### src/hw/rtl/assert_macros.svh
// assertion macros for the rtl
`ifndef ASSERT_MACROS_SVH
`define ASSERT_MACROS_SVH

// property must hold on every clock edge out of reset
`define ASSERT_CLK(label, clk, rst_n, prop, msg) \
    label: assert property (@(posedge clk) disable iff (!rst_n) (prop)) else $error(msg);

// property checked also during reset
`define ASSERT_ALWAYS(label, clk, prop, msg) \
    label: assert property (@(posedge clk) (prop)) else $error(msg);

`endif

### src/hw/rtl/teq_pkg.sv
// shared types and constants of the timed event queue
package teq_pkg;

    localparam int QUEUE_DEPTH     = 16;
    localparam int SPEED_FRAC_BITS = 8;
    localparam int QIDX_W          = $clog2(QUEUE_DEPTH);
    localparam int QCNT_W          = $clog2(QUEUE_DEPTH + 1);
    localparam int TIME_W          = 48;
    localparam int CMDQ_DEPTH      = 2;
    localparam logic [TIME_W-1:0] TIME_MAX = '1;

    typedef enum logic [2:0] {
        OP_TICK      = 3'd0,
        OP_SCHEDULE  = 3'd1,
        OP_REM_FIRST = 3'd2,
        OP_REM_ALL   = 3'd3,
        OP_CLEAR     = 3'd4
    } t_op;

    localparam logic [1:0] KIND_FIRED   = 2'd0;
    localparam logic [1:0] KIND_SUMMARY = 2'd1;
    localparam logic [1:0] KIND_ACK     = 2'd2;

    localparam logic [1:0] ST_OK        = 2'd0;
    localparam logic [1:0] ST_FULL      = 2'd1;
    localparam logic [1:0] ST_NOT_FOUND = 2'd2;

    localparam logic CFG_PERIOD = 1'b0;
    localparam logic CFG_SPEED  = 1'b1;

    // classified command handed from front to back
    typedef struct packed {
        logic [2:0]        op;
        logic              tick;
        logic              ran;
        logic [TIME_W-1:0] timeline;
        logic [TIME_W-1:0] sched_time;
        logic [31:0]       scaled;
        logic [7:0]        tag;
    } t_cmd;

    // one result item
    typedef struct packed {
        logic [1:0]  kind;
        logic [7:0]  fired_tag;
        logic        ran;
        logic [31:0] elapsed_scaled;
        logic [1:0]  status;
        logic [4:0]  removed_count;
        logic        last;
    } t_res;

endpackage

### src/hw/rtl/timed_event_queue_rate_limiter.sv
// Timed event queue with update rate limit. One item is taken at a time; full stays
// high until the front has handed the classified command on. A tick that runs an
// update passes through the front in order: the remainder of the overshoot by the
// update period, one dividend bit at a time and cut short when the period is zero;
// three 16x16 partial products of the speed scaling; saturation; and hand-off. Every
// other item goes straight to the output register and is handed on from there. The
// back picks a command up, walks or shifts the 16-entry sorted store one entry a cycle
// and then registers the final result; each fired event waits in the output register
// until it is popped, and the walk stalls meanwhile if another event is due. A
// two-deep command queue lets the front take the next item while the back still works
// or waits on pop.
`include "assert_macros.svh"
module timed_event_queue_rate_limiter import teq_pkg::*; (
    input  logic        i_clk,
    input  logic        i_rst_n,
    input  logic        push,
    output logic        full,
    input  logic [2:0]  i_op,
    input  logic [15:0] i_elapsed,
    input  logic [23:0] i_delay,
    input  logic [7:0]  i_tag,
    output logic        empty,
    input  logic        pop,
    output logic [1:0]  o_kind,
    output logic [7:0]  o_fired_tag,
    output logic        o_ran,
    output logic [31:0] o_elapsed_scaled,
    output logic [1:0]  o_status,
    output logic [4:0]  o_removed_count,
    output logic        o_last,
    input  logic        i_cfg_valid,
    output logic        o_cfg_ready,
    input  logic        i_cfg_index,
    input  logic [31:0] i_cfg_data
);
    logic [31:0]       r_period;
    logic [15:0]       r_speed;
    logic              w_fv, w_fr, w_bv, w_br, w_rv;
    t_cmd              w_fcmd, w_bcmd;
    t_res              w_res;
    logic [QCNT_W-1:0] w_cnt;
    logic              w_fired_last;

    assign o_cfg_ready = 1'b1;

    // configuration registers
    always_ff @(posedge i_clk) begin
        if (!i_rst_n) begin
            r_period <= '0;
            r_speed  <= 16'd256;
        end else if (i_cfg_valid) begin
            case (i_cfg_index)
                CFG_PERIOD: r_period <= i_cfg_data;
                CFG_SPEED:  r_speed  <= i_cfg_data[15:0];
                default: ;
            endcase
        end
    end

    teq_front u_front (
        .i_clk, .i_rst_n, .i_push(push), .o_full(full),
        .i_op, .i_elapsed, .i_delay, .i_tag,
        .i_period(r_period), .i_speed(r_speed),
        .o_cmd_valid(w_fv), .o_cmd(w_fcmd), .i_cmd_ready(w_fr)
    );

    teq_cmd_fifo u_fifo (
        .i_clk, .i_rst_n, .i_wr(w_fv), .o_wr_ready(w_fr), .i_data(w_fcmd),
        .o_rd_valid(w_bv), .i_rd(w_br), .o_data(w_bcmd)
    );

    teq_back u_back (
        .i_clk, .i_rst_n, .i_cmd_valid(w_bv), .o_cmd_ready(w_br), .i_cmd(w_bcmd),
        .o_res_valid(w_rv), .o_res(w_res), .i_res_pop(pop), .o_count(w_cnt)
    );

    // result ports
    assign empty            = !w_rv;
    assign o_kind           = w_res.kind;
    assign o_fired_tag      = w_res.fired_tag;
    assign o_ran            = w_res.ran;
    assign o_elapsed_scaled = w_res.elapsed_scaled;
    assign o_status         = w_res.status;
    assign o_removed_count  = w_res.removed_count;
    assign o_last           = w_res.last;

    // a fired event is never the final item of its tick
    assign w_fired_last = w_rv && (w_res.kind == KIND_FIRED) && w_res.last;

    `ASSERT_CLK(a_cnt_bound, i_clk, i_rst_n, w_cnt <= QCNT_W'(QUEUE_DEPTH), "count overflow")
    `ASSERT_CLK(a_fired_not_last, i_clk, i_rst_n, !w_fired_last, "fired item marked last")
    `ASSERT_CLK(a_hold_res, i_clk, i_rst_n, (w_rv && !pop) |=> $stable(w_res), "result not held")
endmodule

### src/hw/rtl/teq_front.sv
// front end: timeline, update rate limit and speed scaling
module teq_front import teq_pkg::*; (
    input  logic        i_clk,
    input  logic        i_rst_n,
    input  logic        i_push,
    output logic        o_full,
    input  logic [2:0]  i_op,
    input  logic [15:0] i_elapsed,
    input  logic [23:0] i_delay,
    input  logic [7:0]  i_tag,
    input  logic [31:0] i_period,
    input  logic [15:0] i_speed,
    output logic        o_cmd_valid,
    output t_cmd        o_cmd,
    input  logic        i_cmd_ready
);
    typedef enum logic [4:0] {
        S_IDLE = 5'b00001,
        S_ADV  = 5'b00010,
        S_MUL  = 5'b00100,
        S_SAT  = 5'b01000,
        S_OUT  = 5'b10000
    } t_state;

    t_state            r_state, n_state;
    logic [TIME_W-1:0] r_timeline, n_timeline;
    logic [TIME_W-1:0] r_last_upd, n_last_upd;
    logic [TIME_W-1:0] r_next_upd, n_next_upd;
    logic [TIME_W-1:0] r_dt, n_dt;
    logic [TIME_W+15:0] r_prod, n_prod;
    logic [1:0]        r_part, n_part;
    logic [15:0]       r_div, n_div;
    logic [16:0]       r_rem, n_rem;
    logic [3:0]        r_bit, n_bit;
    t_cmd              r_cmd, n_cmd;

    logic [TIME_W:0]    w_tl_sum, w_sch_sum, w_nu_sum;
    logic [TIME_W-1:0]  w_tl_sat;
    logic [TIME_W-1:0]  w_diff;
    logic [TIME_W-1:0]  w_tl_less;
    logic [16:0]        w_rem_sh, w_rem_nx;
    logic [31:0]        w_pp16;
    logic [TIME_W+15:0] w_pp;
    logic [TIME_W+15:0] w_shifted;

    assign o_full      = (r_state != S_IDLE);
    assign o_cmd_valid = (r_state == S_OUT);
    assign o_cmd       = r_cmd;

    // saturating adds
    assign w_tl_sum  = {1'b0, r_timeline} + {{(TIME_W-15){1'b0}}, i_elapsed};
    assign w_tl_sat  = w_tl_sum[TIME_W] ? TIME_MAX : w_tl_sum[TIME_W-1:0];
    assign w_sch_sum = {1'b0, r_timeline} + {{(TIME_W-23){1'b0}}, i_delay};

    // overshoot past the next update time, never above one elapsed step
    assign w_diff    = w_tl_sat - r_next_upd;

    // restoring remainder step of the overshoot by the period
    assign w_rem_sh  = {r_rem[15:0], r_div[15]};
    assign w_rem_nx  = ({15'd0, w_rem_sh} >= i_period) ? (w_rem_sh - i_period[16:0])
                                                       : w_rem_sh;

    // next update time: timeline minus remainder plus one period
    assign w_tl_less = r_timeline - {{(TIME_W-17){1'b0}}, r_rem};
    assign w_nu_sum  = {1'b0, w_tl_less} + {{(TIME_W-31){1'b0}}, i_period};

    // 16-bit slices of dt times speed
    assign w_pp16    = {16'd0, r_dt[r_part*16 +: 16]} * {16'd0, i_speed};
    assign w_pp      = {32'd0, w_pp16} << (r_part * 16);
    assign w_shifted = r_prod >> SPEED_FRAC_BITS;

    // sequencer
    always_comb begin
        n_state    = r_state;
        n_timeline = r_timeline;
        n_last_upd = r_last_upd;
        n_next_upd = r_next_upd;
        n_dt       = r_dt;
        n_prod     = r_prod;
        n_part     = r_part;
        n_div      = r_div;
        n_rem      = r_rem;
        n_bit      = r_bit;
        n_cmd      = r_cmd;
        case (r_state)
            S_IDLE: begin
                if (i_push) begin
                    n_cmd.op         = i_op;
                    n_cmd.tag        = i_tag;
                    n_cmd.tick       = (i_op == OP_TICK);
                    n_cmd.ran        = 1'b0;
                    n_cmd.scaled     = '0;
                    n_cmd.sched_time = w_sch_sum[TIME_W] ? TIME_MAX
                                                         : w_sch_sum[TIME_W-1:0];
                    n_cmd.timeline   = r_timeline;
                    n_state          = S_OUT;
                    if (i_op == OP_TICK) begin
                        n_timeline     = w_tl_sat;
                        n_cmd.timeline = w_tl_sat;
                        if (w_tl_sat >= r_next_upd) begin
                            n_cmd.ran  = 1'b1;
                            n_dt       = w_tl_sat - r_last_upd;
                            n_last_upd = w_tl_sat;
                            n_prod     = '0;
                            n_part     = '0;
                            n_div      = w_diff[15:0];
                            n_rem      = '0;
                            n_bit      = '0;
                            if (i_period == '0) begin
                                n_next_upd = w_tl_sat;
                            end
                            n_state = S_ADV;
                        end
                    end
                end
            end
            // remainder of the overshoot by the period, one dividend bit a cycle
            S_ADV: begin
                n_div = {r_div[14:0], 1'b0};
                n_rem = w_rem_nx;
                n_bit = r_bit + 4'd1;
                if (i_period == '0 || r_bit == 4'd15) begin
                    n_state = S_MUL;
                end
            end
            // one 16x16 partial product a cycle
            S_MUL: begin
                n_prod = r_prod + w_pp;
                n_part = r_part + 2'd1;
                // next update one period past the last whole period reached
                if (r_part == 2'd0 && i_period != '0) begin
                    n_next_upd = w_nu_sum[TIME_W] ? TIME_MAX : w_nu_sum[TIME_W-1:0];
                end
                if (r_part == 2'd2) begin
                    n_state = S_SAT;
                end
            end
            S_SAT: begin
                n_cmd.scaled = (w_shifted[TIME_W+15:32] != '0) ? 32'hFFFF_FFFF
                                                               : w_shifted[31:0];
                n_state = S_OUT;
            end
            S_OUT: begin
                if (i_cmd_ready) begin
                    n_state = S_IDLE;
                end
            end
            default: n_state = S_IDLE;
        endcase
    end

    // state registers
    always_ff @(posedge i_clk) begin
        if (!i_rst_n) begin
            r_state    <= S_IDLE;
            r_timeline <= '0;
            r_last_upd <= '0;
            r_next_upd <= '0;
        end else begin
            r_state    <= n_state;
            r_timeline <= n_timeline;
            r_last_upd <= n_last_upd;
            r_next_upd <= n_next_upd;
        end
    end

    // payload registers
    always_ff @(posedge i_clk) begin
        r_dt   <= n_dt;
        r_prod <= n_prod;
        r_part <= n_part;
        r_div  <= n_div;
        r_rem  <= n_rem;
        r_bit  <= n_bit;
        r_cmd  <= n_cmd;
    end
endmodule

### src/hw/rtl/teq_cmd_fifo.sv
// short command queue between front and back
module teq_cmd_fifo import teq_pkg::*; (
    input  logic i_clk,
    input  logic i_rst_n,
    input  logic i_wr,
    output logic o_wr_ready,
    input  t_cmd i_data,
    output logic o_rd_valid,
    input  logic i_rd,
    output t_cmd o_data
);
    t_cmd       r_mem [CMDQ_DEPTH];
    logic       r_wp, r_rp;
    logic [1:0] r_cnt;
    logic       w_wr, w_rd;

    assign o_wr_ready = (r_cnt != 2'(CMDQ_DEPTH));
    assign o_rd_valid = (r_cnt != '0);
    assign o_data     = r_mem[r_rp];
    assign w_wr       = i_wr && o_wr_ready;
    assign w_rd       = i_rd && o_rd_valid;

    // pointers and count
    always_ff @(posedge i_clk) begin
        if (!i_rst_n) begin
            r_wp  <= 1'b0;
            r_rp  <= 1'b0;
            r_cnt <= '0;
        end else begin
            if (w_wr) r_wp <= ~r_wp;
            if (w_rd) r_rp <= ~r_rp;
            r_cnt <= r_cnt + 2'(w_wr) - 2'(w_rd);
        end
    end

    // storage
    always_ff @(posedge i_clk) begin
        if (w_wr) begin
            r_mem[r_wp] <= i_data;
        end
    end
endmodule

### src/hw/rtl/teq_back.sv
// back end: sorted event store, firing, removal and result register
module teq_back import teq_pkg::*; (
    input  logic        i_clk,
    input  logic        i_rst_n,
    input  logic        i_cmd_valid,
    output logic        o_cmd_ready,
    input  t_cmd        i_cmd,
    output logic        o_res_valid,
    output t_res        o_res,
    input  logic        i_res_pop,
    output logic [QCNT_W-1:0] o_count
);
    typedef enum logic [4:0] {
        S_IDLE  = 5'b00001,
        S_WALK  = 5'b00010,
        S_SHIFT = 5'b00100,
        S_EMIT  = 5'b01000,
        S_WAIT  = 5'b10000
    } t_state;

    t_state            r_state, n_state;
    logic [TIME_W-1:0] r_time [QUEUE_DEPTH];
    logic [7:0]        r_tag  [QUEUE_DEPTH];
    logic [QCNT_W-1:0] r_cnt;
    logic [QCNT_W-1:0] r_idx;
    logic [QCNT_W-1:0] r_rd, r_wr;
    logic [QCNT_W-1:0] r_removed;
    logic              r_res_v;
    t_res              r_res, n_res;
    logic              w_fire_ok;
    logic              w_res_load;
    t_cmd              r_cmd;
    logic [QIDX_W-1:0] w_i;

    assign o_cmd_ready = (r_state == S_IDLE);
    assign o_res_valid = r_res_v;
    assign o_res       = r_res;
    assign o_count     = r_cnt;
    assign w_i         = r_idx[QIDX_W-1:0];

    // head entry of the walk is due on this tick
    assign w_fire_ok  = r_cmd.tick && (r_rd != r_cnt)
                        && (r_time[r_rd[QIDX_W-1:0]] <= r_cmd.timeline);
    // result register takes a new item
    assign w_res_load = (r_state == S_WALK && w_fire_ok && !r_res_v)
                        || (r_state == S_EMIT && (!r_res_v || i_res_pop));

    // one entry a cycle unless a firing waits on pop: insertion shifts up, removal and firing compact down
    always_ff @(posedge i_clk) begin
        if (!i_rst_n) begin
            r_state <= S_IDLE;
            r_cnt   <= '0;
            r_res_v <= 1'b0;
        end else begin
            r_res_v <= w_res_load || (r_res_v && !i_res_pop);
            case (r_state)
                S_IDLE: begin
                    if (i_cmd_valid) begin
                        r_cmd     <= i_cmd;
                        r_removed <= '0;
                        r_rd      <= '0;
                        r_wr      <= '0;
                        r_idx     <= r_cnt;
                        case (i_cmd.op)
                            OP_TICK: r_state <= i_cmd.ran ? S_WALK : S_EMIT;
                            OP_SCHEDULE: r_state <= (r_cnt == QCNT_W'(QUEUE_DEPTH))
                                                    ? S_EMIT : S_SHIFT;
                            OP_REM_FIRST, OP_REM_ALL: r_state <= S_WALK;
                            OP_CLEAR: begin
                                r_removed <= r_cnt;
                                r_cnt     <= '0;
                                r_state   <= S_EMIT;
                            end
                            default: r_state <= S_EMIT;
                        endcase
                    end
                end
                // insertion: walk down from the tail
                S_SHIFT: begin
                    if (r_idx != '0 && r_time[w_i - 1'b1] > r_cmd.sched_time) begin
                        r_time[w_i] <= r_time[w_i - 1'b1];
                        r_tag[w_i]  <= r_tag[w_i - 1'b1];
                        r_idx       <= r_idx - 1'b1;
                    end else begin
                        r_time[w_i] <= r_cmd.sched_time;
                        r_tag[w_i]  <= r_cmd.tag;
                        r_cnt       <= r_cnt + 1'b1;
                        r_state     <= S_EMIT;
                    end
                end
                // firing or removal: read at r_rd, keep survivors at r_wr
                S_WALK: begin
                    if (w_fire_ok && !r_res_v) begin
                        r_res   <= '{kind: KIND_FIRED, fired_tag: r_tag[r_rd[QIDX_W-1:0]],
                                     ran: 1'b0, elapsed_scaled: '0, status: ST_OK,
                                     removed_count: '0, last: 1'b0};
                        r_rd    <= r_rd + 1'b1;
                    end else if (w_fire_ok) begin
                        r_state <= S_WALK;
                    end else if (r_rd == r_cnt) begin
                        r_cnt   <= r_wr;
                        r_state <= S_EMIT;
                    end else if (!r_cmd.tick && r_tag[r_rd[QIDX_W-1:0]] == r_cmd.tag
                            && (r_cmd.op == OP_REM_ALL || r_removed == '0)) begin
                        r_removed <= r_removed + 1'b1;
                        r_rd      <= r_rd + 1'b1;
                    end else begin
                        r_time[r_wr[QIDX_W-1:0]] <= r_time[r_rd[QIDX_W-1:0]];
                        r_tag[r_wr[QIDX_W-1:0]]  <= r_tag[r_rd[QIDX_W-1:0]];
                        r_wr <= r_wr + 1'b1;
                        r_rd <= r_rd + 1'b1;
                    end
                end
                S_EMIT: begin
                    if (!r_res_v || i_res_pop) begin
                        r_res   <= n_res;
                        r_state <= S_IDLE;
                    end
                end
                default: r_state <= S_IDLE;
            endcase
        end
    end

    // final result of the command
    always_comb begin
        n_res = '{kind: KIND_ACK, fired_tag: '0, ran: 1'b0, elapsed_scaled: '0,
                  status: ST_OK, removed_count: '0, last: 1'b1};
        if (r_cmd.tick) begin
            n_res.kind           = KIND_SUMMARY;
            n_res.ran            = r_cmd.ran;
            n_res.elapsed_scaled = r_cmd.scaled;
        end else begin
            case (r_cmd.op)
                OP_SCHEDULE: n_res.status = (r_state == S_EMIT
                                 && r_cnt == QCNT_W'(QUEUE_DEPTH) && r_idx == r_cnt)
                                 ? ST_FULL : ST_OK;
                OP_REM_FIRST, OP_REM_ALL: begin
                    n_res.status        = (r_removed == '0) ? ST_NOT_FOUND : ST_OK;
                    n_res.removed_count = 5'(r_removed);
                end
                OP_CLEAR: n_res.removed_count = 5'(r_removed);
                default: n_res.status = ST_OK;
            endcase
        end
    end
endmodule
### config.mk
export PLATFORM = sky130hd
export DESIGN_NAME = timed_event_queue_rate_limiter
export DESIGN_NICKNAME = d
export VERILOG_FILES = /design/src/hw/rtl/teq_pkg.sv /design/src/hw/rtl/timed_event_queue_rate_limiter.sv /design/src/hw/rtl/teq_front.sv /design/src/hw/rtl/teq_cmd_fifo.sv /design/src/hw/rtl/teq_back.sv
export VERILOG_INCLUDE_DIRS = /design/src /design/src/hw/rtl
export SDC_FILE = /design/constraint.sdc
export NUM_CORES = 2
export LEC_CHECK = 0
export ABC_AREA = 0
export BUFFER_PORTS_ARGS = -buffer_cell sky130_fd_sc_hd__buf_2
export CORE_AREA = 3 3 595 302
export CTS_CLUSTER_DIAMETER = 200
export DETAILED_ROUTE_END_ITERATION = 16
export DIE_AREA = 0 0 598 305
export PLACE_DENSITY = 0.76
export SETUP_SLACK_MARGIN = 0.1
export SYNTH_ARGS = -nofsm -noshare
export SYNTH_HDL_FRONTEND = slang
export SYNTH_SLANG_ARGS = --single-unit
### constraint.sdc
create_clock -name i_clk -period 36.5 [get_ports i_clk]
set_input_delay 5.475 -clock i_clk [delete_from_list [all_inputs] [get_ports i_clk]]
set_output_delay 5.475 -clock i_clk [all_outputs]
set_load 0.005 [all_outputs]
==> metrics <==
outcome=complete, no violations; worst setup path class=input pin to register; largest net degree at the start of global routing=100; clock buffer depth=4; top cells by area, synth=edfxtp_1 48%, mux4_2 12%, ha_1 5.7%, dfxtp_1 4.1%, fa_1 3.9%; worst reg2reg path depth=38; multi-input logic area=46220 um2; max_cap viols=0; CTS tree=done; final worst setup slack=23650 ps; Hold Crit Endpoint=u_fifo.r_mem[0][55]; P&R area growth vs syn=8.969%; DP Wirelength=204500 um; predominant post-synthesis flop cell=edfxtp_1; WL/cell=28.43 um; Yosys cell types=92; post-CTS resize count=0; worst hold path depth=0; row count=109; sw frac=35.14%; sequential area share after synthesis=52.49%; final instance area=113800 um2; most frequent cell after synthesis=edfxtp_1; setup bufs post-CTS=0; die area=182400 um2; Total GRT Usage=32.67%; FF+latch count, synth=1898; global-route wire length before repair=446500 um; total gr overflow=0; worst slew pin tran=1329 ps; Worst-Skew Late Latency=850 ps; total area of sequential cells=54850 um2; starting density of the core=59.56%; crit share post-route=35.20%; Synth top cells by count=1682 x edfxtp_1, 623 x nand2_1, 605 x inv_1; reg2reg start=u_front.r_part[0]; Data arrival, critical path=13540 ps; async set-reset flop share out of synthesis=0%; Synth top area share=48.35%; Final Skew=78.95 ps; vias in the first global route=69040; post-layout minimum cycle time=12850 ps; worst slack at placement=23470 ps; Syn. warnings=0; CP max stage cell=nor2_1; max-slew violation count=0; post-synth design cell area=104500 um2; Fmax=0.07783 GHz; Post-Syn Instances=7980; I/O pins=143; Final Hold Viols=0; syn avg cell area=13.09 um2; Core Box Area=175400 um2; Psw=2820 uW; EDFF count, synth=1682; H-tree Lvls=4; critical path capture point type=register; syn nets=8748; chip height=305 um; Final nets=8849; Clock power frac=22.9%; cell internal pwr=5205 uW; WP data required=37190 ps; reg-to-reg endpoint=u_front.r_prod[55]; routed wire length=300000 um; fraction of final layout cells sized beyond drive strength 1=16.93%; First-pass DRT Iterations=7; Comb pwr share=39.0%; Largest stage delay, worst path=980 ps; CTS Buf Count=173; Worst Setup Start Kind=input pin; r2r setup slk=24540 ps; peak supply drop=0.08011 mV; # hold bufs at CTS=0; via count=71300; Avg Vias per Cell=6.759; critical path peak fanout=23; initial DRC count=10630; antenna violations before repair=7; sequential share of power=38.1%; Root Driver=clkbuf_16; most frequent CP cell=buf_4; leakage dissipation=0.04219 uW; placed cell area=108300 um2; ANT nets after route=0; max_slew headroom=10.69%; DIE WIDTH=598 um; Setup TNS=0 ps; drt drc=0; Hold Path Origin=u_front.o_cmd[55]; Final GP Congestion=1.001; pwr dens=70.50 nW/um2; fillcell total=12480; worst hold path class=register to register; TritonCTS Sinks=1898; RSZ-0062 raised after global routing=no; Yosys top cell by area=edfxtp_1; Final setup viols=0; clk slew on worst S/H paths=70 ps; IO Port Bufs=141
## sequential cells by signal, indices dropped and copies added (netlist names), 17 cells and up, named ones only
| signal | flops |
|---|---|
| r_period | 32 |
| u_back.o_res | 51 |
| u_back.r_cmd | 141 |
| u_back.r_tag | 128 |
| u_back.r_time | 768 |
| u_fifo.r_mem | 282 |
| u_front.o_cmd | 141 |
| u_front.r_dt | 48 |
| u_front.r_last_upd | 48 |
| u_front.r_next_upd | 48 |
| u_front.r_prod | 64 |
| u_front.r_rem | 17 |
| u_front.r_timeline | 48 |
## through the flow
stage | hold WS (ps) | util (%) | power, uW | instances
final | 411.5 | 64.90 | 8025 | 10550
after global routing | 434.4 | 64.90 | 8372 | 10550
after CTS | 410.9 | 64.90 | 7986 | 10550
after detailed placement | 429.0 | 61.77 | 6146 | 10240
after global placement | 423.4 | 61.77 | 6038 | 10240
after floorplan | 421.5 | - | 5142 | 7980
## power groups by stage
stage                     clock network (uW)  logic, uW  registers, uW
after floorplan                            0       2100           3040
after global placement                     0       2940           3100
after detailed placement                   0       3040           3100
after CTS                               1850       3080           3060
after global routing                    1940       3360           3070
final                                   1840       3130           3060
## how the worst max path moves through the flow
stage               slack (ps)         start                     end
floorplan                19780       i_rst_n         u_back.r_cmd[0]
global placement         23520  i_elapsed[0]  u_front.r_next_upd[47]
detailed placement       23470  i_elapsed[0]  u_front.r_next_upd[39]
CTS                      24250  i_elapsed[0]  u_front.r_next_upd[39]
global route             23510  i_elapsed[0]  u_front.r_next_upd[39]
finish                   23650  i_elapsed[0]  u_front.r_next_upd[39]
## cell type report
class                           instances  area share, %
Antenna cell                            3       0.006595
Clock buffer                          212          4.007
Clock inverter                         97         0.8156
Inverter                              607          2.008
Multi-Input combinational cell       5084          40.61
Sequential cell                      1898          48.19
Tap cell                             2331          2.562
Timing Repair Buffer                  317          1.803
## metal layers
layer / up-vias / global-route usage, % / wire, um
li1: 30110 / - / -
met1: 35560 / 51.99 / 128700
met2: 5143 / 43.10 / 120400
met3: 484 / 11.17 / 44410
met4: 10 / 6.749 / 6361
met5: - / 0.3922 / 155
## critical path: cells and delay by family
kind | cells | cell delay [ps]
AND/OR/NAND/NOR | 9 | 2580
adder cells (fa/ha/maj) | 3 | 820
AO/OA/AOI/OAI | 9 | 3010
buffers and inverters | 8 | 1570
## cells by family after synthesis
logic type / count (synthesis) / share of synthesized area [%]
AO/OA/AOI/OAI: 1355 / 8.320
other: 1 / 0.003590
XOR/XNOR: 318 / 2.674
flip-flops: 1898 / 52.49
adder cells (fa/ha/maj): 679 / 9.585
buffers and inverters: 998 / 3.616
AND/OR/NAND/NOR: 1915 / 8.643
multiplexers: 816 / 14.66
## layout by cell type, fill, tap and decap left out, types with 30 or more instances in the layout
master and n:
and3_1 78, o211ai_1 34, clkinv_1 30, o21a_1 44, inv_1 604, or3_1 34
buf_2 141, xnor2_1 186, clkbuf_16 177, a31oi_1 58, clkbuf_1 35, xor2_1 129
o21bai_1 54, fa_1 202, nor3_1 78, dfxtp_1 211, mux2_2 155, nand4_1 64
o21ai_0 234, nor2b_1 40, and2_1 179, a21o_1 146, nand3_1 103, a21oi_1 439
nand2_1 621, mux4_2 556, mux2i_1 105, buf_4 174, nand2b_1 50, ha_1 476
a211oi_1 108, edfxtp_1 1682, nor2_1 535
(Power assumes the default switching activity.)
